File: config.mk
export PLATFORM = sky130hd
export DESIGN_NAME = packet_byte_to_chunk_unpacker
export DESIGN_NICKNAME = d
export VERILOG_FILES = /design/src/hdl/pbcu_pkg.sv /design/src/hdl/pbcu_ctrl.sv /design/src/hdl/pbcu_datapath.sv /design/src/hdl/packet_byte_to_chunk_unpacker.sv
export SDC_FILE = /design/constraint.sdc
export NUM_CORES = 1
export LEC_CHECK = 0
export BUFFER_PORTS_ARGS = -buffer_cell sky130_fd_sc_hd__buf_2
export CAP_MARGIN = 10
export CORE_MARGIN = 2
export CORE_UTILIZATION = 45
export CTS_BUF_LIST = sky130_fd_sc_hd__clkbuf_2
export DETAILED_ROUTE_END_ITERATION = 7
export PLACE_DENSITY = 0.61
export SYNTH_ARGS = -nofsm -noshare
export SYNTH_HDL_FRONTEND = slang
export SYNTH_SLANG_ARGS = --single-unit
File: constraint.sdc
create_clock -name clk_i -period 5.7 [get_ports clk_i]
set_input_delay 0 -clock clk_i [delete_from_list [all_inputs] [get_ports clk_i]]
set_output_delay 0 -clock clk_i [all_outputs]
set_load 0.02 [all_outputs]
File: src/hdl/pbcu_pkg.sv
// shared types and constants of the packet byte to chunk unpacker
`timescale 1ns / 1ps

package pbcu_pkg;

  localparam int unsigned ByteW     = 8;
  localparam int unsigned CfgW      = 4;
  localparam int unsigned HdrCntW   = 5;
  localparam int unsigned ResBitsW  = 16;
  localparam int unsigned ResCntW   = 5;
  localparam int unsigned ChunkCntW = 4;
  localparam int unsigned MaxChunks = 8;

  localparam logic [CfgW-1:0] ChunkBitsReset = 4'd2;

  typedef struct packed {
    logic load;
    logic step;
  } cmd_t;

  typedef struct packed {
    logic last;
  } sts_t;

endpackage

File: src/hdl/pbcu_ctrl.sv
// controller of the packet byte to chunk unpacker: item sequencing and output valid
`timescale 1ns / 1ps

module pbcu_ctrl (
  input  logic           clk_i,
  input  logic           rst_ni,
  input  logic           s_valid_i,
  output logic           s_ready_o,
  input  logic           m_ready_i,
  output logic           m_valid_o,
  output pbcu_pkg::cmd_t cmd_o,
  input  pbcu_pkg::sts_t sts_i
);

  typedef enum logic {
    ST_IDLE,
    ST_RUN
  } state_e;

  state_e state_q, state_d;
  logic   out_valid_q, out_valid_d;
  logic   out_free;

  always_comb begin
    s_ready_o   = (state_q == ST_IDLE);
    out_free    = !out_valid_q || m_ready_i;
    cmd_o.load  = s_valid_i && s_ready_o;
    cmd_o.step  = (state_q == ST_RUN) && out_free;
    state_d     = state_q;
    out_valid_d = out_valid_q;
    case (state_q)
      ST_IDLE: begin
        if (cmd_o.load) begin
          state_d = ST_RUN;
        end
      end
      ST_RUN: begin
        if (cmd_o.step && sts_i.last) begin
          state_d = ST_IDLE;
        end
      end
      default: begin
        state_d = ST_IDLE;
      end
    endcase
    if (cmd_o.step) begin
      out_valid_d = 1'b1;
    end else if (m_ready_i) begin
      out_valid_d = 1'b0;
    end
  end

  always_ff @(posedge clk_i or negedge rst_ni) begin
    if (!rst_ni) begin
      state_q     <= ST_IDLE;
      out_valid_q <= 1'b0;
    end else begin
      state_q     <= state_d;
      out_valid_q <= out_valid_d;
    end
  end

  assign m_valid_o = out_valid_q;

endmodule

File: src/hdl/pbcu_datapath.sv
// datapath of the packet byte to chunk unpacker: residual store, chunk extraction, output register
`timescale 1ns / 1ps

module pbcu_datapath #(
  parameter int unsigned HEADER_BYTES = 4
) (
  input  logic                          clk_i,
  input  logic                          rst_ni,
  input  logic                          cfg_we_i,
  input  logic [pbcu_pkg::CfgW-1:0]     cfg_wdata_i,
  input  logic [pbcu_pkg::ByteW-1:0]    data_byte_i,
  input  logic                          new_packet_i,
  input  pbcu_pkg::cmd_t                cmd_i,
  output pbcu_pkg::sts_t                sts_o,
  output logic [pbcu_pkg::ByteW-1:0]    out_value_o,
  output logic                          out_new_packet_o,
  output logic                          out_last_o
);

  typedef enum logic [1:0] {
    OP_HEADER,
    OP_FLUSH,
    OP_CHUNK
  } op_e;

  localparam logic [pbcu_pkg::HdrCntW-1:0] HdrBytes = pbcu_pkg::HdrCntW'(HEADER_BYTES);
  localparam logic [pbcu_pkg::ChunkCntW-1:0] ChunkMax =
    pbcu_pkg::ChunkCntW'(pbcu_pkg::MaxChunks);

  logic [pbcu_pkg::CfgW-1:0]      cfg_q;
  op_e                            op_q, op_d;
  logic                           in_payload_q, in_payload_d;
  logic [pbcu_pkg::HdrCntW-1:0]   hdr_cnt_q, hdr_cnt_d;
  logic [pbcu_pkg::ResBitsW-1:0]  bits_q, bits_d;
  logic [pbcu_pkg::ResCntW-1:0]   cnt_q, cnt_d;
  logic [pbcu_pkg::ChunkCntW-1:0] k_q, k_d;
  logic [pbcu_pkg::ByteW-1:0]     byte_q, byte_d;
  logic                           flag_q, flag_d;
  logic [pbcu_pkg::ByteW-1:0]     out_value_q, out_value_d;
  logic                           out_flag_q, out_flag_d;
  logic                           out_last_q, out_last_d;

  logic [pbcu_pkg::CfgW-1:0]      cb;
  logic [pbcu_pkg::ResCntW-1:0]   cb_w;
  logic [pbcu_pkg::ByteW-1:0]     mask;
  logic [pbcu_pkg::ResCntW-1:0]   cnt_new;
  logic [pbcu_pkg::ChunkCntW-1:0] k_new;
  logic [pbcu_pkg::ResBitsW-1:0]  shifted;
  logic [pbcu_pkg::ByteW-1:0]     chunk_full;
  logic [pbcu_pkg::ByteW-1:0]     chunk_short;
  logic [2:0]                     pad_sh;
  logic [3:0]                     cnt_keep;
  logic [pbcu_pkg::HdrCntW-1:0]   hdr_inc;
  logic                           last;

  always_comb begin
    if (cfg_q == '0) begin
      cb = 4'd1;
    end else if (cfg_q > 4'd8) begin
      cb = 4'd8;
    end else begin
      cb = cfg_q;
    end
    cb_w        = {1'b0, cb};
    mask        = 8'hff >> (4'd8 - cb);
    cnt_new     = cnt_q - cb_w;
    k_new       = k_q + 4'd1;
    shifted     = bits_q >> cnt_new;
    chunk_full  = shifted[7:0] & mask;
    pad_sh      = 3'(cb - cnt_q[3:0]);
    chunk_short = (bits_q[7:0] << pad_sh) & mask;
    cnt_keep    = cnt_new[3:0];
    hdr_inc     = hdr_cnt_q + 5'd1;

    op_d         = op_q;
    in_payload_d = in_payload_q;
    hdr_cnt_d    = hdr_cnt_q;
    bits_d       = bits_q;
    cnt_d        = cnt_q;
    k_d          = k_q;
    byte_d       = byte_q;
    flag_d       = flag_q;
    out_value_d  = out_value_q;
    out_flag_d   = out_flag_q;
    out_last_d   = out_last_q;
    last         = 1'b1;

    case (op_q)
      OP_HEADER: begin
        last = 1'b1;
      end
      OP_FLUSH: begin
        last = !((cnt_q != '0) && (k_q < ChunkMax - 4'd1));
      end
      OP_CHUNK: begin
        last = !((cnt_new >= cb_w) && (k_new < ChunkMax));
      end
      default: begin
        last = 1'b1;
      end
    endcase

    if (cmd_i.load) begin
      byte_d = data_byte_i;
      flag_d = new_packet_i;
      k_d    = '0;
      if (!in_payload_q) begin
        op_d = OP_HEADER;
      end else if (new_packet_i) begin
        op_d = OP_FLUSH;
      end else begin
        op_d   = OP_CHUNK;
        bits_d = {bits_q[7:0], data_byte_i};
        cnt_d  = cnt_q + 5'd8;
      end
    end else if (cmd_i.step) begin
      out_last_d = last;
      case (op_q)
        OP_HEADER: begin
          out_value_d  = byte_q;
          out_flag_d   = flag_q;
          hdr_cnt_d    = hdr_inc;
          in_payload_d = (hdr_inc >= HdrBytes);
        end
        OP_FLUSH: begin
          if (!last) begin
            out_flag_d = 1'b0;
            k_d        = k_new;
            if (cnt_q < cb_w) begin
              out_value_d = chunk_short;
              cnt_d       = '0;
            end else begin
              out_value_d = chunk_full;
              cnt_d       = cnt_new;
            end
          end else begin
            out_value_d  = byte_q;
            out_flag_d   = flag_q;
            bits_d       = '0;
            cnt_d        = '0;
            hdr_cnt_d    = 5'd1;
            in_payload_d = (5'd1 >= HdrBytes);
          end
        end
        OP_CHUNK: begin
          out_value_d = chunk_full;
          out_flag_d  = 1'b0;
          k_d         = k_new;
          cnt_d       = cnt_new;
          if (last) begin
            cnt_d  = {1'b0, cnt_keep};
            bits_d = bits_q & ~(16'hffff << cnt_keep);
          end
        end
        default: begin
          out_value_d = byte_q;
        end
      endcase
    end
  end

  always_ff @(posedge clk_i or negedge rst_ni) begin
    if (!rst_ni) begin
      cfg_q        <= pbcu_pkg::ChunkBitsReset;
      op_q         <= OP_HEADER;
      in_payload_q <= 1'b0;
      hdr_cnt_q    <= '0;
      bits_q       <= '0;
      cnt_q        <= '0;
      k_q          <= '0;
    end else begin
      if (cfg_we_i) begin
        cfg_q <= cfg_wdata_i;
      end
      op_q         <= op_d;
      in_payload_q <= in_payload_d;
      hdr_cnt_q    <= hdr_cnt_d;
      bits_q       <= bits_d;
      cnt_q        <= cnt_d;
      k_q          <= k_d;
    end
  end

  always_ff @(posedge clk_i) begin
    byte_q      <= byte_d;
    flag_q      <= flag_d;
    out_value_q <= out_value_d;
    out_flag_q  <= out_flag_d;
    out_last_q  <= out_last_d;
  end

  assign sts_o.last       = last;
  assign out_value_o      = out_value_q;
  assign out_new_packet_o = out_flag_q;
  assign out_last_o       = out_last_q;

endmodule

File: src/hdl/packet_byte_to_chunk_unpacker.sv
// top level of the packet byte to chunk unpacker
`timescale 1ns / 1ps

// Takes one byte item at a time with a new-packet flag in tuser. The first
// HEADER_BYTES bytes of a packet leave unchanged with their flag; after that
// every payload byte is appended to a residual bit store and cut MSB first
// into chunks of chunk_bits bits (written through cfg_we_i, values 0 and
// above 8 act as 1 and 8), each right aligned in tdata with tuser low.
// A flagged byte during payload first flushes the leftover bits as chunks,
// the last one zero-padded if short, then starts the next header. tlast marks
// the final result of each input item, which gives N results (1 to 8): the
// byte is first loaded into the residual store, then one chunk per cycle
// leaves the single extraction unit, slowed only by output back-pressure.
// A new item is taken while the final result waits.
module packet_byte_to_chunk_unpacker #(
  parameter int unsigned HEADER_BYTES = 4
) (
  input  logic       clk_i,
  input  logic       rst_ni,
  input  logic       cfg_we_i,
  input  logic [3:0] cfg_wdata_i,
  input  logic       s_axis_tvalid_i,
  output logic       s_axis_tready_o,
  input  logic [7:0] s_axis_tdata_i,   // data_byte
  input  logic       s_axis_tuser_i,   // new_packet
  output logic       m_axis_tvalid_o,
  input  logic       m_axis_tready_i,
  output logic [7:0] m_axis_tdata_o,   // out_value
  output logic       m_axis_tuser_o,   // out_new_packet
  output logic       m_axis_tlast_o
);

  pbcu_pkg::cmd_t cmd;
  pbcu_pkg::sts_t sts;

  pbcu_ctrl u_ctrl (
    .clk_i     (clk_i),
    .rst_ni    (rst_ni),
    .s_valid_i (s_axis_tvalid_i),
    .s_ready_o (s_axis_tready_o),
    .m_ready_i (m_axis_tready_i),
    .m_valid_o (m_axis_tvalid_o),
    .cmd_o     (cmd),
    .sts_i     (sts)
  );

  pbcu_datapath #(
    .HEADER_BYTES (HEADER_BYTES)
  ) u_datapath (
    .clk_i            (clk_i),
    .rst_ni           (rst_ni),
    .cfg_we_i         (cfg_we_i),
    .cfg_wdata_i      (cfg_wdata_i),
    .data_byte_i      (s_axis_tdata_i),
    .new_packet_i     (s_axis_tuser_i),
    .cmd_i            (cmd),
    .sts_o            (sts),
    .out_value_o      (m_axis_tdata_o),
    .out_new_packet_o (m_axis_tuser_o),
    .out_last_o       (m_axis_tlast_o)
  );

endmodule

==> reports/metrics.cfg, run 1 <==
[run_status]
outcome=finished, final reports clean

[cells_and_area]
fillers=841
final_common_cell=dfrtp_1
postLayoutCoreUtil_pct=52.0
fin_nets=513
drive_gt1_share_pct=16.3
diodes=0
layout_common_cells=dfrtp_1, nand2_1, nor2_1
seq_area_sq_mm=0.00155
syn2layout_area_growth_pct=12.9
multi_input_area_sq_mm=0.00244

[clock_tree]
cts_buffer_depth=2
cts_num_sinks=58
h-tree-depth=3
tritoncts=done
cts_root_buffer=clkbuf_2
path_clk_slew_ps=230
clkLatencyLatePin_ps=550
numCtsBuffers=9

[grt]
grt_max_degree=40
track_usage_pct=23.4
overflow=0
antenna_found_initial=0
grt_pass1_vias=3571
grt_pass1_wl_um=18500

[sta]
worst_pin_slew_ps=916
holdWs_ps=84.4
clock.fmax_mhz=233
finClkSkew_ps=47.3
finalHoldViolations=0
fin_tns_setup_ps=0
period_needed_ps=4300
rsz0062_at_grt=no
drv_slew=0
relSlewSlack_pct=39.0
fin_crit_sh_pct=75.4
setup_viol=0

[pwr]
p_leak_nw=2.11
vdd.ir_drop.worst_mv=0.207
power.total_w=0.00296
cellPowerDensity_mw_per_mm2=621

[routing]
num_vias=3639
avgRoutedWirePerCell_um=18.9
routed_wl_um=11200
drc_errors=0
drtIter0Drc=220
antenna_left=0
routed_via_density=6.18
dr.pass1.iters=5

[hold_path]
hold_path.class=primary input to asynchronous set/reset pin

[synth]
ys.flop_type=dfrtp_1
syn_area_sq_mm=0.00421
syn_nets=472
ys_ff_latch=58
seq_area_frac_synth_pct=36.7
async_flop_share_pct=67.2
ys_types=73
syn_avg_cell_area_sq_um=9.75
synthCells=432
synth-edff-count=19
yosysWarningCount=0

[worst_setup_path]
arrival_ps=4770
cp.required_ps=6180
worstSetupStartpointType=flop
endpoint_kind=flop
r2r-start=u_datapath.cfg_q[3]
reg2regPathDepth=17
critical_path.startpoint=u_datapath.cfg_q[3]
regToRegSetupSlack_ps=1400
crit_path_top_delay_cell=dfrtp_1
r2r-end=u_datapath.bits_q[9]
critical_path_class=flop to flop
path_max_fanout=14
critPathMaxStageDelay_ps=460
path_cells=inv_1 > nand2_1 > inv_1 > ha_1 > and3b_1 > nor3_1 > or2_1 > inv_2 > ha_1 > nand3_1 > a21oi_1 > nand2_1 > a311oi_2 > or2_1 > inv_8 > o21ai_4 > a221o_1

[floorplan]
rows=35
die_height_um=101
fp.dieW_um=101
dieArea_sq_mm=0.0102
core_area_sq_mm=0.00915
start_util_pct=46.0
ios=30

[place]
portBuffers=29
gp_congestion=0.867
hpwl_um=7930

[job]
drv_cap=0

[sequential cells by signal (all words and copies together) (netlist names)]
signal,flops
u_datapath.out_last_o,1
u_ctrl.m_valid_o,1
u_datapath.flag_q,1
u_datapath.op_q,2
u_datapath.cfg_q,4
u_datapath.in_payload_q,1
u_datapath.k_q,4
u_datapath.out_value_o,8
u_ctrl.state_q,1
u_datapath.cnt_q,5
u_datapath.bits_q,16
u_datapath.out_new_packet_o,1
u_datapath.byte_q,8
u_datapath.hdr_cnt_q,5
[where the power goes]
| group | total (W) | internal (W) | switching [W] | leakage [nW] |
|---|---|---|---|---|
| sequential | 0.000764 | 0.000606 | 0.000158 | 0.669 |
| clock | 0.000326 | 0.000148 | 0.000179 | 0.0787 |
| combinational | 0.00186 | 0.000697 | 0.00117 | 1.36 |
| total | 0.00296 | 0.00145 | 0.00150 | 2.11 |
[synth_stat cells, types with 3 or more instances]
library cell,count,area share [%]
a22oi_1,4,0.71
and2_1,3,0.45
dfrtp_1,38,23
buf_6,3,0.80
nand2b_1,3,0.45
mux2_2,10,2.7
nor2_1,32,2.9
o21ai_0,27,3.2
a211oi_1,7,1.2
ha_1,20,5.9
nor3b_1,3,0.53
clkbuf_1,11,0.98
and3_1,12,1.8
nor2b_1,4,0.59
a311oi_1,3,0.62
o2bb2ai_1,4,0.83
mux4_2,5,2.7
inv_1,21,1.9
o22ai_1,3,0.45
a32oi_1,3,0.62
xnor2_1,3,0.62
o211a_1,3,0.71
a221o_1,14,3.3
a21o_1,5,0.89
nand3_1,11,1.3
buf_2,9,1.1
mux2i_1,31,7.4
o21ai_1,3,0.36
edfxtp_1,19,14
nor3_1,8,0.95
a21oi_1,14,1.7
nand2_1,36,3.2
a31oi_1,5,0.74
nor4_1,4,0.59
[stage by stage]
stage	instances	area, sq um	setup WS [ps]
global route	589	4760	1070
detailed placement	551	4400	1430
CTS	589	4760	1400
global placement	551	4400	1600
finish	589	4760	1400
floorplan	432	4210	1690
[critical path: cells and delay by family (launching register included)]
kind	cells	cell delay [ps]
adder cells (fa/ha/maj)	2	630
AO/OA/AOI/OAI	4	1010
AND/OR/NAND/NOR	7	1590
buffers and inverters	4	560
flip-flops	1	460
[cell type report]
cell class | count | area share, %
Inverter | 25 | 2.13
Clock inverter | 6 | 1.89
Timing Repair Buffer | 54 | 8.15
Multi-Input combinational cell | 325 | 51.3
Sequential cell | 58 | 32.5
Tap cell | 111 | 2.92
Clock buffer | 10 | 1.05
[kinds of logic (layout without fill, tap and decap cells)]
kind of cell / Yosys count / in the layout / share of synthesized area (%)
AO/OA/AOI/OAI: 124 / 124 / 22.1
XOR/XNOR: 5 / 5 / 1.22
adder cells (fa/ha/maj): 22 / 22 / 6.89
buffers and inverters: 49 / 95 / 5.43
flip-flops: 58 / 58 / 36.7
multiplexers: 46 / 46 / 12.7
AND/OR/NAND/NOR: 128 / 128 / 15.0
[worst max path at each step]
| stage | slack (ps) | endpoint |
|---|---|---|
| floorplan | 1690 | u_datapath.out_value_o[6] |
| global placement | 1600 | u_datapath.out_value_o[6] |
| detailed placement | 1430 | u_datapath.bits_q[2] |
| CTS | 1400 | u_datapath.bits_q[9] |
| global route | 1070 | u_datapath.bits_q[14] |
| finish | 1400 | u_datapath.bits_q[9] |
[per-layer routing]
metal / part of all wire (%) / GRT usage (%) / vias up
li1: - / - / 1715
met1: 47 / 32.5 / 1764
met2: 45 / 35.7 / 142
met3: 6.9 / 5.48 / 18
met4: 1.7 / 8.54 / 0
met5: 0 / 0 / -
[timing repair]
| action | in CTS | in global routing |
|---|---|---|
| endpoints found under the hold margin | 62 | 0 |
| hold buffers | 22 | 0 |
| resized for setup | 0 | 0 |
| setup buffers | 0 | 0 |
No activity file was read; power rests on OpenSTA's default activity.
==> run 2: changes to the inputs <==
==> constraint.sdc (replaced) <==
create_clock -name clk_i -period 4.15 [get_ports clk_i]
set_input_delay 0 -clock clk_i [delete_from_list [all_inputs] [get_ports clk_i]]
set_output_delay 0 -clock clk_i [all_outputs]
set_load 0.02 [all_outputs]
==> run 2 against run 1 <==
Critical path type unchanged. First-iteration DRC count shrank 1.8%. Clock-buffer cell count is the same. Flip-flop and latch count is the same. Fmax grew 9.8%.
==> reports/metrics.cfg, run 2 (synthesized netlist as in run 1, its figures left out) <==
[cells_and_area]
largest_reg_flops=16
fillers=838
syn2layout_area_growth_pct=12.4
multi_input_area_sq_mm=0.00244
postLayoutCellArea_sq_mm=0.00474
drive_gt1_share_pct=17.4
final_common_cell=dfrtp_1
fin_nets=518
postLayoutCoreUtil_pct=51.8
top_register=u_datapath.bits_q
seq_area_sq_mm=0.00155
layout_common_cells=dfrtp_1, nand2_1, nor2_1
diodes=0

[clock_tree]
cts_root_buffer=clkbuf_2
h-tree-depth=3
clkLatencyLatePin_ps=540
cts_buffer_depth=2
cts_num_sinks=58
postCtsSetupBuffers=0
numCtsBuffers=9
path_clk_slew_ps=190
tritoncts=done

[sta]
setup_viol=0
drv_slew=0
finalHoldViolations=0
fin_tns_setup_ps=0
relSlewSlack_pct=40.3
rsz0062_at_grt=no
fin_crit_sh_pct=94.3
clock.fmax_mhz=256
period_needed_ps=3910
worst_pin_slew_ps=895
finClkSkew_ps=29.8

[grt]
antenna_found_initial=0
grt_pass1_wl_um=18400
grt_max_degree=40
overflow=0
grt_pass1_vias=3519
track_usage_pct=23.4

[routing]
top_layer=met4
drtIter0Drc=216
num_vias=3663
antenna_left=0
met3_length_um=645
routed_wl_um=11300
m1WireLength_um=5400
drc_errors=0
wl_met2_um=5210
dr.pass1.iters=5
avgRoutedWirePerCell_um=19.1
routed_via_density=6.17

[worst_setup_path]
arrival_ps=4370
regToRegSetupSlack_ps=240
cp.required_ps=4610
critPathMaxStageDelay_ps=450
path_max_fanout=14
r2r-end=u_datapath.bits_q[6]
r2r-start=u_datapath.cfg_q[2]
crit_path_top_delay_cell=fa_1
endpoint_kind=flop
path_cells=o21ba_2 > nor2_1 > ha_1 > inv_1 > fa_1 > xnor2_2 > inv_2 > ha_1 > nand3_1 > a21oi_1 > nand2_1 > a311oi_2 > or2_1 > inv_8 > o21ai_4 > a221o_1
critical_path_class=flop to flop
reg2regPathDepth=16
worstSetupStartpointType=flop
crit_top_cell=ha_1

[place]
place_area_sq_mm=0.00444
hpwl_um=8170
portBuffers=29
gp_congestion=0.876

[floorplan]
rows=35
dieArea_sq_mm=0.0102
fp.dieW_um=101
die_height_um=101
start_util_pct=46.0
ios=30
core_area_sq_mm=0.00915

[hold_path]
hold_path.class=primary input to asynchronous set/reset pin

[run_status]
outcome=finished, final reports clean

[job]
drv_cap=0

[pwr]
vdd.ir_drop.worst_mv=0.293
p_leak_nw=2.11
cellPowerDensity_mw_per_mm2=852

## run 2: worst max-delay path, delay by kind of cell, from the launching register on
kind | cells | cell delay [ps]
XOR/XNOR | 1 | 220
AND/OR/NAND/NOR | 4 | 740
adder cells (fa/ha/maj) | 3 | 990
flip-flops | 1 | 430
AO/OA/AOI/OAI | 5 | 1200
buffers and inverters | 3 | 230
## run 2: stage by stage
stage	total power, W	cells	setup slack, ps	hold slack (ps)
2_1_floorplan	0.00303	432	138	-296
3_3_place_gp	0.00364	557	370	182
3_5_place_dp	0.00366	557	284	192
4_1_cts	0.00399	594	236	145
5_1_grt	0.00433	594	13.6	187
6_report	0.00404	594	237	91.5
## run 2: power by group
| group | internal [W] | switching, W |
|---|---|---|
| registers | 0.000833 | 0.000216 |
| logic | 0.00102 | 0.00165 |
| clock network | 0.0000764 | 0.000240 |
## run 2: cell type report
class | instances | area share, %
clock buffers | 10 | 1.06
clock inverters | 6 | 0.739
inverters | 25 | 2.14
multi-input cells | 325 | 51.5
flip-flops and latches | 58 | 32.7
well taps | 111 | 2.93
repair buffers | 59 | 8.93
## run 2: layer usage
metal | up-vias | track usage, %
li1 | 1727 | -
met4 | 0 | 4.21
met2 | 129 | 36.9
met5 | - | 0
met3 | 11 | 4.72
met1 | 1796 | 33.8
## run 2: how the worst max path moves through the flow
stage | cells after the start | slack, ps | from | endpoint
CTS | 16 | 240 | u_datapath.cfg_q[2] | u_datapath.bits_q[6]
global placement | 15 | 370 | u_datapath.cfg_q[2] | u_datapath.out_value_o[6]
finish | 16 | 240 | u_datapath.cfg_q[2] | u_datapath.bits_q[6]
detailed placement | 16 | 280 | u_datapath.cfg_q[2] | u_datapath.bits_q[6]
floorplan | 19 | 140 | u_datapath.cfg_q[2] | u_datapath.out_value_o[6]
global route | 16 | 10 | u_datapath.cfg_q[2] | u_datapath.bits_q[6]
## run 2: repair_timing
item                       in CTS  in global routing
hold endpoints to repair       62                  0
setup endpoints to repair       0                  3
hold buffers                   21                  0
gates resized for setup         0                  0
